File: src/hdl/armt_pkg.sv
// Package for the authorization rendezvous match table.
// Holds status codes, request kinds and slot defaults; no dependencies.
package armt_pkg;

  localparam int AUTH_SLOTS_DEF    = 16;
  localparam int WAITING_SLOTS_DEF = 16;

  localparam logic [1:0] KIND_AUTH   = 2'd0;
  localparam logic [1:0] KIND_CLIENT = 2'd1;
  localparam logic [1:0] KIND_REMOVE = 2'd2;
  localparam logic [1:0] KIND_TICK   = 2'd3;

  localparam logic [2:0] ST_MATCHED   = 3'd0;
  localparam logic [2:0] ST_QUEUED    = 3'd1;
  localparam logic [2:0] ST_FULL      = 3'd2;
  localparam logic [2:0] ST_REMOVED   = 3'd3;
  localparam logic [2:0] ST_NOT_FOUND = 3'd4;
  localparam logic [2:0] ST_TICK      = 3'd5;

  localparam logic [31:0] TIMEOUT_RESET = 32'd30000;

endpackage

File: src/hdl/armt_table.sv
// One slot table: a memory of entries with a registered read port and a
// fill count. Depends on nothing; used twice by the top level.
module armt_table #(
  parameter int SLOTS = 16,
  parameter int DW    = 104
) (
  input  logic                      clk,
  input  logic                      rst,
  input  logic                      wr_en,
  input  logic [$clog2(SLOTS+1)-1:0] wr_addr,
  input  logic [DW-1:0]             wr_data,
  input  logic [$clog2(SLOTS+1)-1:0] rd_addr,
  output logic [DW-1:0]             rd_data,
  input  logic                      cnt_inc,
  input  logic                      cnt_dec,
  output logic [$clog2(SLOTS+1)-1:0] count
);
  localparam int AW = (SLOTS > 1) ? $clog2(SLOTS) : 1;
  localparam int CW = $clog2(SLOTS+1);

  logic [DW-1:0] mem [SLOTS];

  // Memory write and registered read.
  always_ff @(posedge clk) begin
    if (wr_en) begin
      mem[wr_addr[AW-1:0]] <= wr_data;
    end
    rd_data <= mem[rd_addr[AW-1:0]];
  end

  // Fill count.
  always_ff @(posedge clk) begin
    if (rst) begin
      count <= '0;
    end else if (cnt_inc) begin
      count <= count + CW'(1);
    end else if (cnt_dec) begin
      count <= count - CW'(1);
    end
  end

`ifndef SYNTHESIS
  a_no_both: assert property (@(posedge clk) disable iff (rst) !(cnt_inc && cnt_dec))
    else $error("count moved both ways");
  a_no_over: assert property (@(posedge clk) disable iff (rst)
    cnt_inc |-> (count < CW'(SLOTS))) else $error("table overfilled");
  a_no_under: assert property (@(posedge clk) disable iff (rst)
    cnt_dec |-> (count != '0)) else $error("table underflow");
`endif

endmodule

File: src/hdl/auth_rendezvous_match_table.sv
// Top level of the authorization rendezvous match table.
// Depends on armt_pkg and armt_table.
//
// Usage: a request is taken when start is high and busy is low. kind
// selects an authorization arrival, a client arrival, a client removal or
// an expiry tick. The single result appears for one cycle with done high;
// the receiver cannot stall it. auth_timeout is written through cfg_valid
// and cfg_ready; cfg_ready is always high and the block only expects
// writes while idle.
// Sequence: the sequencer reads one slot of the searched table per step
// through the table's single registered read port, in a READ and a CHECK
// state a slot. A request that finds nothing gives its result when the
// scan passes the fill count, and busy falls in that cycle. A match or
// a removal first moves the last entry into the hit slot through the
// LREAD and LWAIT states, gives its result, and holds busy through the
// DONE state. A tick examines each authorization once and passes through
// LREAD and LWAIT for each expired entry.
// Throughput is one request per completion; busy is high meanwhile.
// Reset clears both fill counts and sets the timeout to 30000; entry
// contents are not cleared since only slots below a count are read.
module auth_rendezvous_match_table #(
  parameter int AUTH_SLOTS    = armt_pkg::AUTH_SLOTS_DEF,
  parameter int WAITING_SLOTS = armt_pkg::WAITING_SLOTS_DEF
) (
  input  logic        clk,
  input  logic        rst,
  input  logic        start,
  output logic        busy,
  input  logic [1:0]  kind,
  input  logic [31:0] account_id,
  input  logic [63:0] session_key,
  input  logic [7:0]  client_id,
  input  logic [31:0] now_ms,
  input  logic        cfg_valid,
  output logic        cfg_ready,
  input  logic [31:0] cfg_data,
  output logic        done,
  output logic [2:0]  status,
  output logic [7:0]  matched_client,
  output logic [31:0] matched_account,
  output logic [63:0] matched_key,
  output logic [4:0]  expired_count
);
  localparam int ACW = $clog2(AUTH_SLOTS+1);
  localparam int WCW = $clog2(WAITING_SLOTS+1);
  localparam int ADW = 128;
  localparam int WDW = 104;

  localparam logic [2:0] S_IDLE  = 3'd0;
  localparam logic [2:0] S_READ  = 3'd1;
  localparam logic [2:0] S_CHECK = 3'd2;
  localparam logic [2:0] S_LREAD = 3'd3;
  localparam logic [2:0] S_LWAIT = 3'd4;
  localparam logic [2:0] S_DONE  = 3'd5;

  logic [2:0]  state;
  logic [31:0] auth_timeout;
  logic [1:0]  r_kind;
  logic [31:0] r_acct;
  logic [63:0] r_key;
  logic [7:0]  r_cid;
  logic [31:0] r_now;
  logic [8:0]  idx;
  logic [8:0]  hit_idx;
  logic [4:0]  expired;
  logic [7:0]  hit_handle;
  logic        on_auth;
  logic [8:0]  cur_cnt;
  logic        hit;
  logic [31:0] age;
  logic [8:0]  last;

  logic             a_wr, a_inc, a_dec;
  logic [ACW-1:0]   a_waddr, a_raddr, a_count;
  logic [ADW-1:0]   a_wdata, a_rdata;
  logic             w_wr, w_inc, w_dec;
  logic [WCW-1:0]   w_waddr, w_raddr, w_count;
  logic [WDW-1:0]   w_wdata, w_rdata;

  assign busy      = (state != S_IDLE);
  assign cfg_ready = 1'b1;

  always_ff @(posedge clk) begin
    if (rst) begin
      auth_timeout <= armt_pkg::TIMEOUT_RESET;
    end else if (cfg_valid) begin
      auth_timeout <= cfg_data;
    end
  end

  armt_table #(.SLOTS(AUTH_SLOTS), .DW(ADW)) u_auth (
    .clk, .rst, .wr_en(a_wr), .wr_addr(a_waddr), .wr_data(a_wdata),
    .rd_addr(a_raddr), .rd_data(a_rdata), .cnt_inc(a_inc), .cnt_dec(a_dec),
    .count(a_count)
  );
  armt_table #(.SLOTS(WAITING_SLOTS), .DW(WDW)) u_wait (
    .clk, .rst, .wr_en(w_wr), .wr_addr(w_waddr), .wr_data(w_wdata),
    .rd_addr(w_raddr), .rd_data(w_rdata), .cnt_inc(w_inc), .cnt_dec(w_dec),
    .count(w_count)
  );

  // Ticks and client arrivals scan the authorization table.
  assign on_auth = (r_kind == armt_pkg::KIND_CLIENT) || (r_kind == armt_pkg::KIND_TICK);

  assign cur_cnt = on_auth ? 9'(a_count) : 9'(w_count);

  // Compare of the slot just read: a separate comparison for each request kind.
  assign age = r_now - a_rdata[31:0];
  always_comb begin
    unique case (r_kind)
      armt_pkg::KIND_AUTH:   hit = (w_rdata[103:72] == r_acct) && (w_rdata[71:8] == r_key);
      armt_pkg::KIND_CLIENT: hit = (a_rdata[127:96] == r_acct) && (a_rdata[95:32] == r_key);
      armt_pkg::KIND_REMOVE: hit = (w_rdata[7:0] == r_cid);
      default:               hit = (age >= auth_timeout);
    endcase
  end

  assign last = cur_cnt - 9'd1;

  // Memory port control.
  always_comb begin
    a_raddr = ACW'(idx);
    w_raddr = WCW'(idx);
    if (state == S_LREAD) begin
      a_raddr = ACW'(last);
      w_raddr = WCW'(last);
    end
    a_wr = 1'b0; a_inc = 1'b0; a_dec = 1'b0;
    w_wr = 1'b0; w_inc = 1'b0; w_dec = 1'b0;
    a_waddr = ACW'(hit_idx);
    w_waddr = WCW'(hit_idx);
    a_wdata = a_rdata;
    w_wdata = w_rdata;
    if (state == S_LWAIT) begin
      if (on_auth) begin a_wr = 1'b1; a_dec = 1'b1; end
      else begin w_wr = 1'b1; w_dec = 1'b1; end
    end else if (state == S_READ && idx >= cur_cnt &&
                 (r_kind == armt_pkg::KIND_AUTH || r_kind == armt_pkg::KIND_CLIENT)) begin
      // Append when the scan found nothing and there is room.
      if (r_kind == armt_pkg::KIND_AUTH && a_count < ACW'(AUTH_SLOTS)) begin
        a_wr = 1'b1; a_inc = 1'b1; a_waddr = a_count;
        a_wdata = {r_acct, r_key, r_now};
      end else if (r_kind == armt_pkg::KIND_CLIENT && w_count < WCW'(WAITING_SLOTS)) begin
        w_wr = 1'b1; w_inc = 1'b1; w_waddr = w_count;
        w_wdata = {r_acct, r_key, r_cid};
      end
    end
  end

  // Sequencer.
  always_ff @(posedge clk) begin
    if (rst) begin
      state <= S_IDLE;
      done  <= 1'b0;
    end else begin
      done <= 1'b0;
      unique case (state)
        S_IDLE: if (start) begin
          r_kind <= kind; r_acct <= account_id; r_key <= session_key;
          r_cid <= client_id; r_now <= now_ms;
          idx <= '0; expired <= '0;
          state <= S_READ;
        end
        S_READ: begin
          if (idx >= cur_cnt) begin
            done <= 1'b1;
            state <= S_IDLE;
            matched_client <= '0; matched_account <= '0; matched_key <= '0;
            expired_count <= '0;
            unique case (r_kind)
              armt_pkg::KIND_AUTH:
                status <= (a_count < ACW'(AUTH_SLOTS)) ? armt_pkg::ST_QUEUED : armt_pkg::ST_FULL;
              armt_pkg::KIND_CLIENT:
                status <= (w_count < WCW'(WAITING_SLOTS)) ? armt_pkg::ST_QUEUED : armt_pkg::ST_FULL;
              armt_pkg::KIND_REMOVE: status <= armt_pkg::ST_NOT_FOUND;
              default: begin
                status <= armt_pkg::ST_TICK;
                expired_count <= expired;
              end
            endcase
          end else begin
            state <= S_CHECK;
          end
        end
        S_CHECK: begin
          if (hit) begin
            hit_idx <= idx;
            hit_handle <= w_rdata[7:0];
            state <= S_LREAD;
          end else begin
            idx <= idx + 9'd1;
            state <= S_READ;
          end
        end
        S_LREAD: state <= S_LWAIT;
        S_LWAIT: begin
          // Last entry now written into the hit slot.
          if (r_kind == armt_pkg::KIND_TICK) begin
            if (expired != 5'd31) expired <= expired + 5'd1;
            state <= S_READ;
          end else begin
            done <= 1'b1;
            state <= S_DONE;
            matched_client <= '0; matched_account <= '0; matched_key <= '0;
            expired_count <= '0;
            if (r_kind == armt_pkg::KIND_REMOVE) begin
              status <= armt_pkg::ST_REMOVED;
            end else begin
              status <= armt_pkg::ST_MATCHED;
              matched_client <= (r_kind == armt_pkg::KIND_AUTH) ? hit_handle : r_cid;
              matched_account <= r_acct;
              matched_key <= r_key;
            end
          end
        end
        S_DONE: state <= S_IDLE;
        default: state <= S_IDLE;
      endcase
    end
  end

`ifndef SYNTHESIS
  a_done_pulse: assert property (@(posedge clk) disable iff (rst) done |=> !done)
    else $error("done held");
  a_busy_done: assert property (@(posedge clk) disable iff (rst) done |-> $past(busy))
    else $error("result without request");
  a_start_busy: assert property (@(posedge clk) disable iff (rst)
    (start && !busy) |=> busy) else $error("request not taken");
`endif

endmodule

File: config.mk
export PLATFORM = sky130hd
export DESIGN_NAME = auth_rendezvous_match_table
export DESIGN_NICKNAME = d
export VERILOG_FILES = /design/src/hdl/armt_pkg.sv /design/src/hdl/armt_table.sv /design/src/hdl/auth_rendezvous_match_table.sv
export SDC_FILE = /design/constraint.sdc
export NUM_CORES = 2
export LEC_CHECK = 0
export BUFFER_PORTS_ARGS = -buffer_cell sky130_fd_sc_hd__buf_2
export CAP_MARGIN = 30
export CORE_MARGIN = 2
export CORE_UTILIZATION = 40
export CTS_CLUSTER_DIAMETER = 100
export DETAILED_ROUTE_END_ITERATION = 7
export HOLD_SLACK_MARGIN = 0.05
export PLACE_DENSITY = 0.69
export REMOVE_ABC_BUFFERS = 1
export SYNTH_ARGS = -nofsm -noshare
export SYNTH_HDL_FRONTEND = slang
export SYNTH_HIERARCHICAL = 1
export SYNTH_SLANG_ARGS = --single-unit
File: constraint.sdc
create_clock -name clk -period 14 [get_ports clk]
set_clock_uncertainty 0.2 [all_clocks]
set_input_delay 1.4 -clock clk [delete_from_list [all_inputs] [get_ports clk]]
set_output_delay 1.4 -clock clk [all_outputs]
set_load 0.02 [all_outputs]
# Word-level counts from Yosys, hierarchy flattened
# Memory sizes are Yosys's and may differ from the RTL's. A register that Yosys moved wholly into a read port is not among the register bits.
# Cells that the tools add are included.
word_totals:
  regBits: 322
  ram_bits: 3712
  input_bits: 174
  output_inout_bits: 115
  word_cells: 152
  memories: 2
mem_list:
  columns: ["memory", "words", "width", "rd", "rd_clocked_by_memory_dff", "write_ports", "line_no", "text"]
  rows:
  - ["u_auth.mem", 16, 128, 1, 1, 1, "armt_table.sv:21", "logic [DW-1:0] mem [SLOTS];"]
  - ["u_wait.mem", 16, 104, 1, 1, 1, "armt_table.sv:21", null]
op_classes:
  add_sub_neg: 8
  n_lt_le_gt_ge: 4
  eq_ne: 19
  n_mux: 77
  bitwise_logic: 1
  reduce_logical: 22
op_table:
  columns: ["operator", "n"]
  rows:
  - ["104-bit two-way mux", 4]
  - ["128-bit two-way mux", 3]
  - ["64-bit two-way mux", 3]
  - ["64-bit == test", 2]
  - ["64-bit case mux with 2 select lines", 1]
  - ["32-bit two-way mux", 3]
  - ["32-bit == test", 2]
  - ["32-bit case mux with 2 select lines", 1]
  - ["5-bit two-way mux", 11]
  - ["32-bit greater-or-equal comparator", 1]
  - ["4-bit two-way mux", 8]
  - ["8-bit two-way mux", 4]
  - ["32-bit subtractor", 1]
  - ["5-bit case mux with 2 select lines", 2]
  - ["1-bit two-way mux", 19]
  - ["9-bit two-way mux", 2]
  - ["9-bit case mux with 2 select lines", 1]
  - ["8-bit case mux with 2 select lines", 1]
  - ["5-bit by 1-bit adder with 5-bit output (second input constant)", 3]
  - ["3-bit case mux with 5 select lines", 1]
  - ["3-bit two-way mux", 4]
  - ["5-bit less-than comparator (second input constant)", 2]
  - ["2-bit two-way mux", 5]
  - ["2-bit nonzero test", 5]
  - ["27 further kinds", 42]

# Logic depth before layout (Yosys ltp)
depth:
  ltp_word: 10
  mapped_depth: 20
  ltp_nobuf: 19

# Cells and area by module
# Netlist, hierarchy kept.
modules_own_cells:
  columns: ["module", "n_inst", "cells_per_inst", "area_per_inst_um2", "seq_area_each_um2"]
  rows:
  - ["armt_table at u_auth", 1, 3316, 80280.7, 64161.5]
  - ["armt_table at u_wait", 1, 2699, 64509.4, 52150.0]
  - ["auth_rendezvous_match_table", 1, 1674, 19198.4, 9038.7]

# Worst setup path before layout
# Ideal clock, no wire load.
synth_timing:
  path_kind: "register -> register"
  from: "reg r_kind[0]"
  to: "mem u_auth/mem[0][0] (netlist name) (enable)"
  setup_ps: 772
  arrival_ps: 12221
  required_time_ps: 13028
  slack_ps: 807
  stages_incl_launch_ff: 16
  n_path_buf: 3
  synth_period_minus_slack_ps: 13193
  path_cell_list: "edfxtp_1 > buf_2 > buf_1 > mux2i_1 > inv_1 > ha_1 > nand2b_1 > a21o_1 > a21o_1 > a21o_1 > a211o_1 > nand4_4 > buf_4 > mux2_2 > or3b_2 > nor3_1"
synth_between:
  word_cells_on_any_way: 19
  classes_between: "order compare (1); eq/ne (2); mux (10); reduce/logical (6)"
synth_rtl:
  columns: ["item", "line_no", "text"]
  rows:
  - ["start, declared", "auth_rendezvous_match_table.sv:58", "logic [1:0] r_kind;"]
  - ["start signal, assigned", "auth_rendezvous_match_table.sv:159", "r_kind <= kind; r_acct <= account_id; r_key <= session_key;"]
  - ["2-bit by 1-bit == test with 1-bit output / 2-bit == test (equally long branches)", "auth_rendezvous_match_table.sv:103, auth_rendezvous_match_table.sv:138", null]
  - ["1-bit logical OR", "auth_rendezvous_match_table.sv:103", "assign on_auth = (r_kind == armt_pkg::KIND_CLIENT) || (r_kind == armt_pkg::KIND_TICK);"]
  - ["5-bit two-way mux", "auth_rendezvous_match_table.sv:105", "assign cur_cnt = on_auth ? 9'(a_count) : 9'(w_count);"]
  - ["9-bit by 5-bit greater-or-equal comparator with 1-bit output", "auth_rendezvous_match_table.sv:137", "end else if (state == S_READ && idx >= cur_cnt &&"]
  - ["1-bit logical AND (2 in a row)", "auth_rendezvous_match_table.sv:137", null]
  - ["4-bit two-way mux (*)", "auth_rendezvous_match_table.sv:137", null]
  - ["4-bit two-way mux (*)", "auth_rendezvous_match_table.sv:134", "if (state == S_LWAIT) begin"]
  - ["named net a_waddr[2]", "auth_rendezvous_match_table.sv:74", "logic [ACW-1:0] a_waddr, a_raddr, a_count;"]
  - ["end, declared", "armt_table.sv:21", null]
# The timed path passes the listed nets; every way through them passes the cells marked *.

# Worst setup path in the final report
layout_timing:
  from: "reg r_kind[0]"
  to: "mem u_auth/mem[9][117] (netlist name) (enable)"
# The elaborated chain is that of the path after synthesis.

==> impl_results.md <==
* CP startpoint: r_kind[0]$_DFFE_PP_
* Mean Syn Cell Area at 21.3 sq um
* Starting DRC count in detailed routing at 10200
* Crit path time final at 7680 ps
* Post-CTS Setup Repair Bufs at 0
* Max frequency at 130 MHz
* Vias in the first global route at 81900
* CORE AREA at 409000 sq um
* Area after DPL at 173000 sq um
* DRC at 0
* CTS Buf Count at 427
* Io pins at approximately 290
* GRT Resource Usage Total at 0.203
* GRT Residual Overflow at 0
* Row count at 235
* Synthesis Warnings at 6
* Most frequent CP cell: a21o_1
* Lkg Pwr at 59.9 nW
* DR WL/cell at 30.6 um
* Final wirelength at 431000 um
* Die width at 644 um
* Power density over cell area at between 100 and 150 nW/um^2
* Drt pass-1 iters at 6
* R2R Path Start: r_kind[0]$_DFFE_PP_
* Die height at 644 um
* Clock latency on the worst-skew pair at 1020 ps
* Critical path class: reg2reg
* Status: complete, no violations
* Met1 wire length at roughly 160000 um
* Critical path's slowest cell: buf_4
* Maximum capacitance violations at 0
* Hold Vio Cnt, Final at 0
* Hold crit path type: reg2reg
* Maximum vdd drop at 0.000104 V
* Routed Antenna Nets at 0
* Global-route wire length before repair at approximately 610000 um
* Initial Utilization at 0.401
* Post-CTS sizing at 0
* Req. time, crit path at 14410 ps
* Vias/cell at 5.75
* Layout cell share with drive strength beyond 1 at 0.279
* Metal2 WL at 211000 um
* Total number of vias at 81100
* Clock sinks at 4266
* Commonest non-fill, non-tap cell in the layout: edfxtp_1
* I/O Buffers at 287
* Largest net degree at the start of global routing at around 130
* Final-report setup violation count at 0
* CTS tree: yes
* WL met3 at slightly above 40000 um
* Final #Nets at 8503
* CTS H-tree depth at 5
* CP cell instances: mux2i_1, inv_1, ha_1, nand2b_1, a21o_1, a21o_1, a21o_1, a211o_1, nand4_4, buf_12, mux2_2, nand2b_1, nor2_4, buf_4, buf_4
* Util after Layout at 0.456
* HPWL Detailed at 248000 um
* Hold_buf cts at 0
* CTS Root Cell: clkbuf_16
* Slew headroom at 0.225
* CP endpoint kind: flip-flop
* CTS clk-pin slew, worst paths at 60 ps
* RSZ-0062 raised after global routing: no
* Post-route cell area at 187000 sq um
* Final hold slack at 280 ps
* RD Place Congestion at between 0.8 and 0.9
* Die ar. at roughly 410000 sq um
* Final cell count without fillers at approximately 14000
* Worst Path Max Fanout at 102
* Startpoint types: flip-flop
* Worst-Margin Slew at 1160 ps
* Initial antenna violation count at 46
* Top Layer Used: met5
* Cells after synthesis at 7682
* Maximum clock insertion buffer count at 4
* Synth Cell Area at 164000 sq um
* WP data arrival at between 8000 and 9000 ps
* Hold Startpoint: u_wait/rd_data[0]$_DFF_P_
* Setup TNS at 0 ps
* Layout area overhead at 13.9%
* Post-Place Cells at 13300
* Slew Limit Fails at 0
* Crit-path max cell delay at 800 ps
* Most frequent cells in the layout: 3988 x edfxtp_1, 945 x mux4_2, 427 x clkbuf_16
* Crit share post-route at 0.548
## final timing paths
path,endpoint,slack [ps],cells past startpoint
hold reg to reg,hit_handle[0]$_DFFE_PP_,280,0
setup / recovery,u_auth/mem[9][117]$_DFFE_PP_,6320,15
setup reg to reg,u_auth/mem[9][117]$_DFFE_PP_,6320,15
hold / removal,hit_handle[0]$_DFFE_PP_,280,0
## state kept, by name, indices dropped and copies added (netlist names)
signal / count
matched_client: 8
status: 3
r_now: 32
r_key: 64
done: 1
r_kind: 2
matched_key: 64
u_wait/mem: 1664
u_wait/count: 5
r_cid: 8
hit_handle: 8
r_acct: 32
u_wait/rd_data: 104
auth_timeout: 32
u_auth/mem: 2048
u_auth/count: 5
matched_account: 32
expired_count: 5
idx: 9
expired: 5
u_auth/rd_data: 128
state: 3
hit_idx: 4
## power by group
group	leakage, nW	switching [mW]	internal (mW)
Clock	6.76	4.93	6.27
Combinational	14.8	0.741	0.392
Sequential	38.3	0.0793	14.1
## worst max-delay path: cells and delay by family, from the launching register on
family                     cells  cell delay [ps]
buffers and inverters          4             2290
AOI/OAI and AO/OA              4              980
muxes                          2              910
DFF                            1              790
adders and majority gates      1              300
and+or+nand+nor                4             1600
## area by class of cell
| class | count | area [sq um] |
|---|---|---|
| fill | 33400 | 222000 |
| sequential | 4266 | 125000 |
| multi-input combinational | 2898 | 36300 |
| clock buffer | 570 | 11600 |
| tap | 5451 | 6820 |
| timing repair buffer | 523 | 3810 |
| clock inverter | 236 | 2200 |
| inverter | 132 | 500 |
| antenna | 21 | 52.6 |
## through the flow
| stage | setup slack [ps] | power, mW |
|---|---|---|
| floorplan | -111760 | 16.6 |
| global placement | 6220 | 15.5 |
| detailed placement | 6290 | 15.6 |
| CTS | 6220 | 26.7 |
| global route | 6030 | 27.3 |
| finish | 6320 | 26.5 |
## routing by layer
layer,GRT usage,up-vias
met1,0.270,43100
li1,-,33100
met2,0.335,4164
met3,0.0402,715
met5,0,-
met4,0.0723,8
No activity file was read; power rests on OpenSTA's default activity.
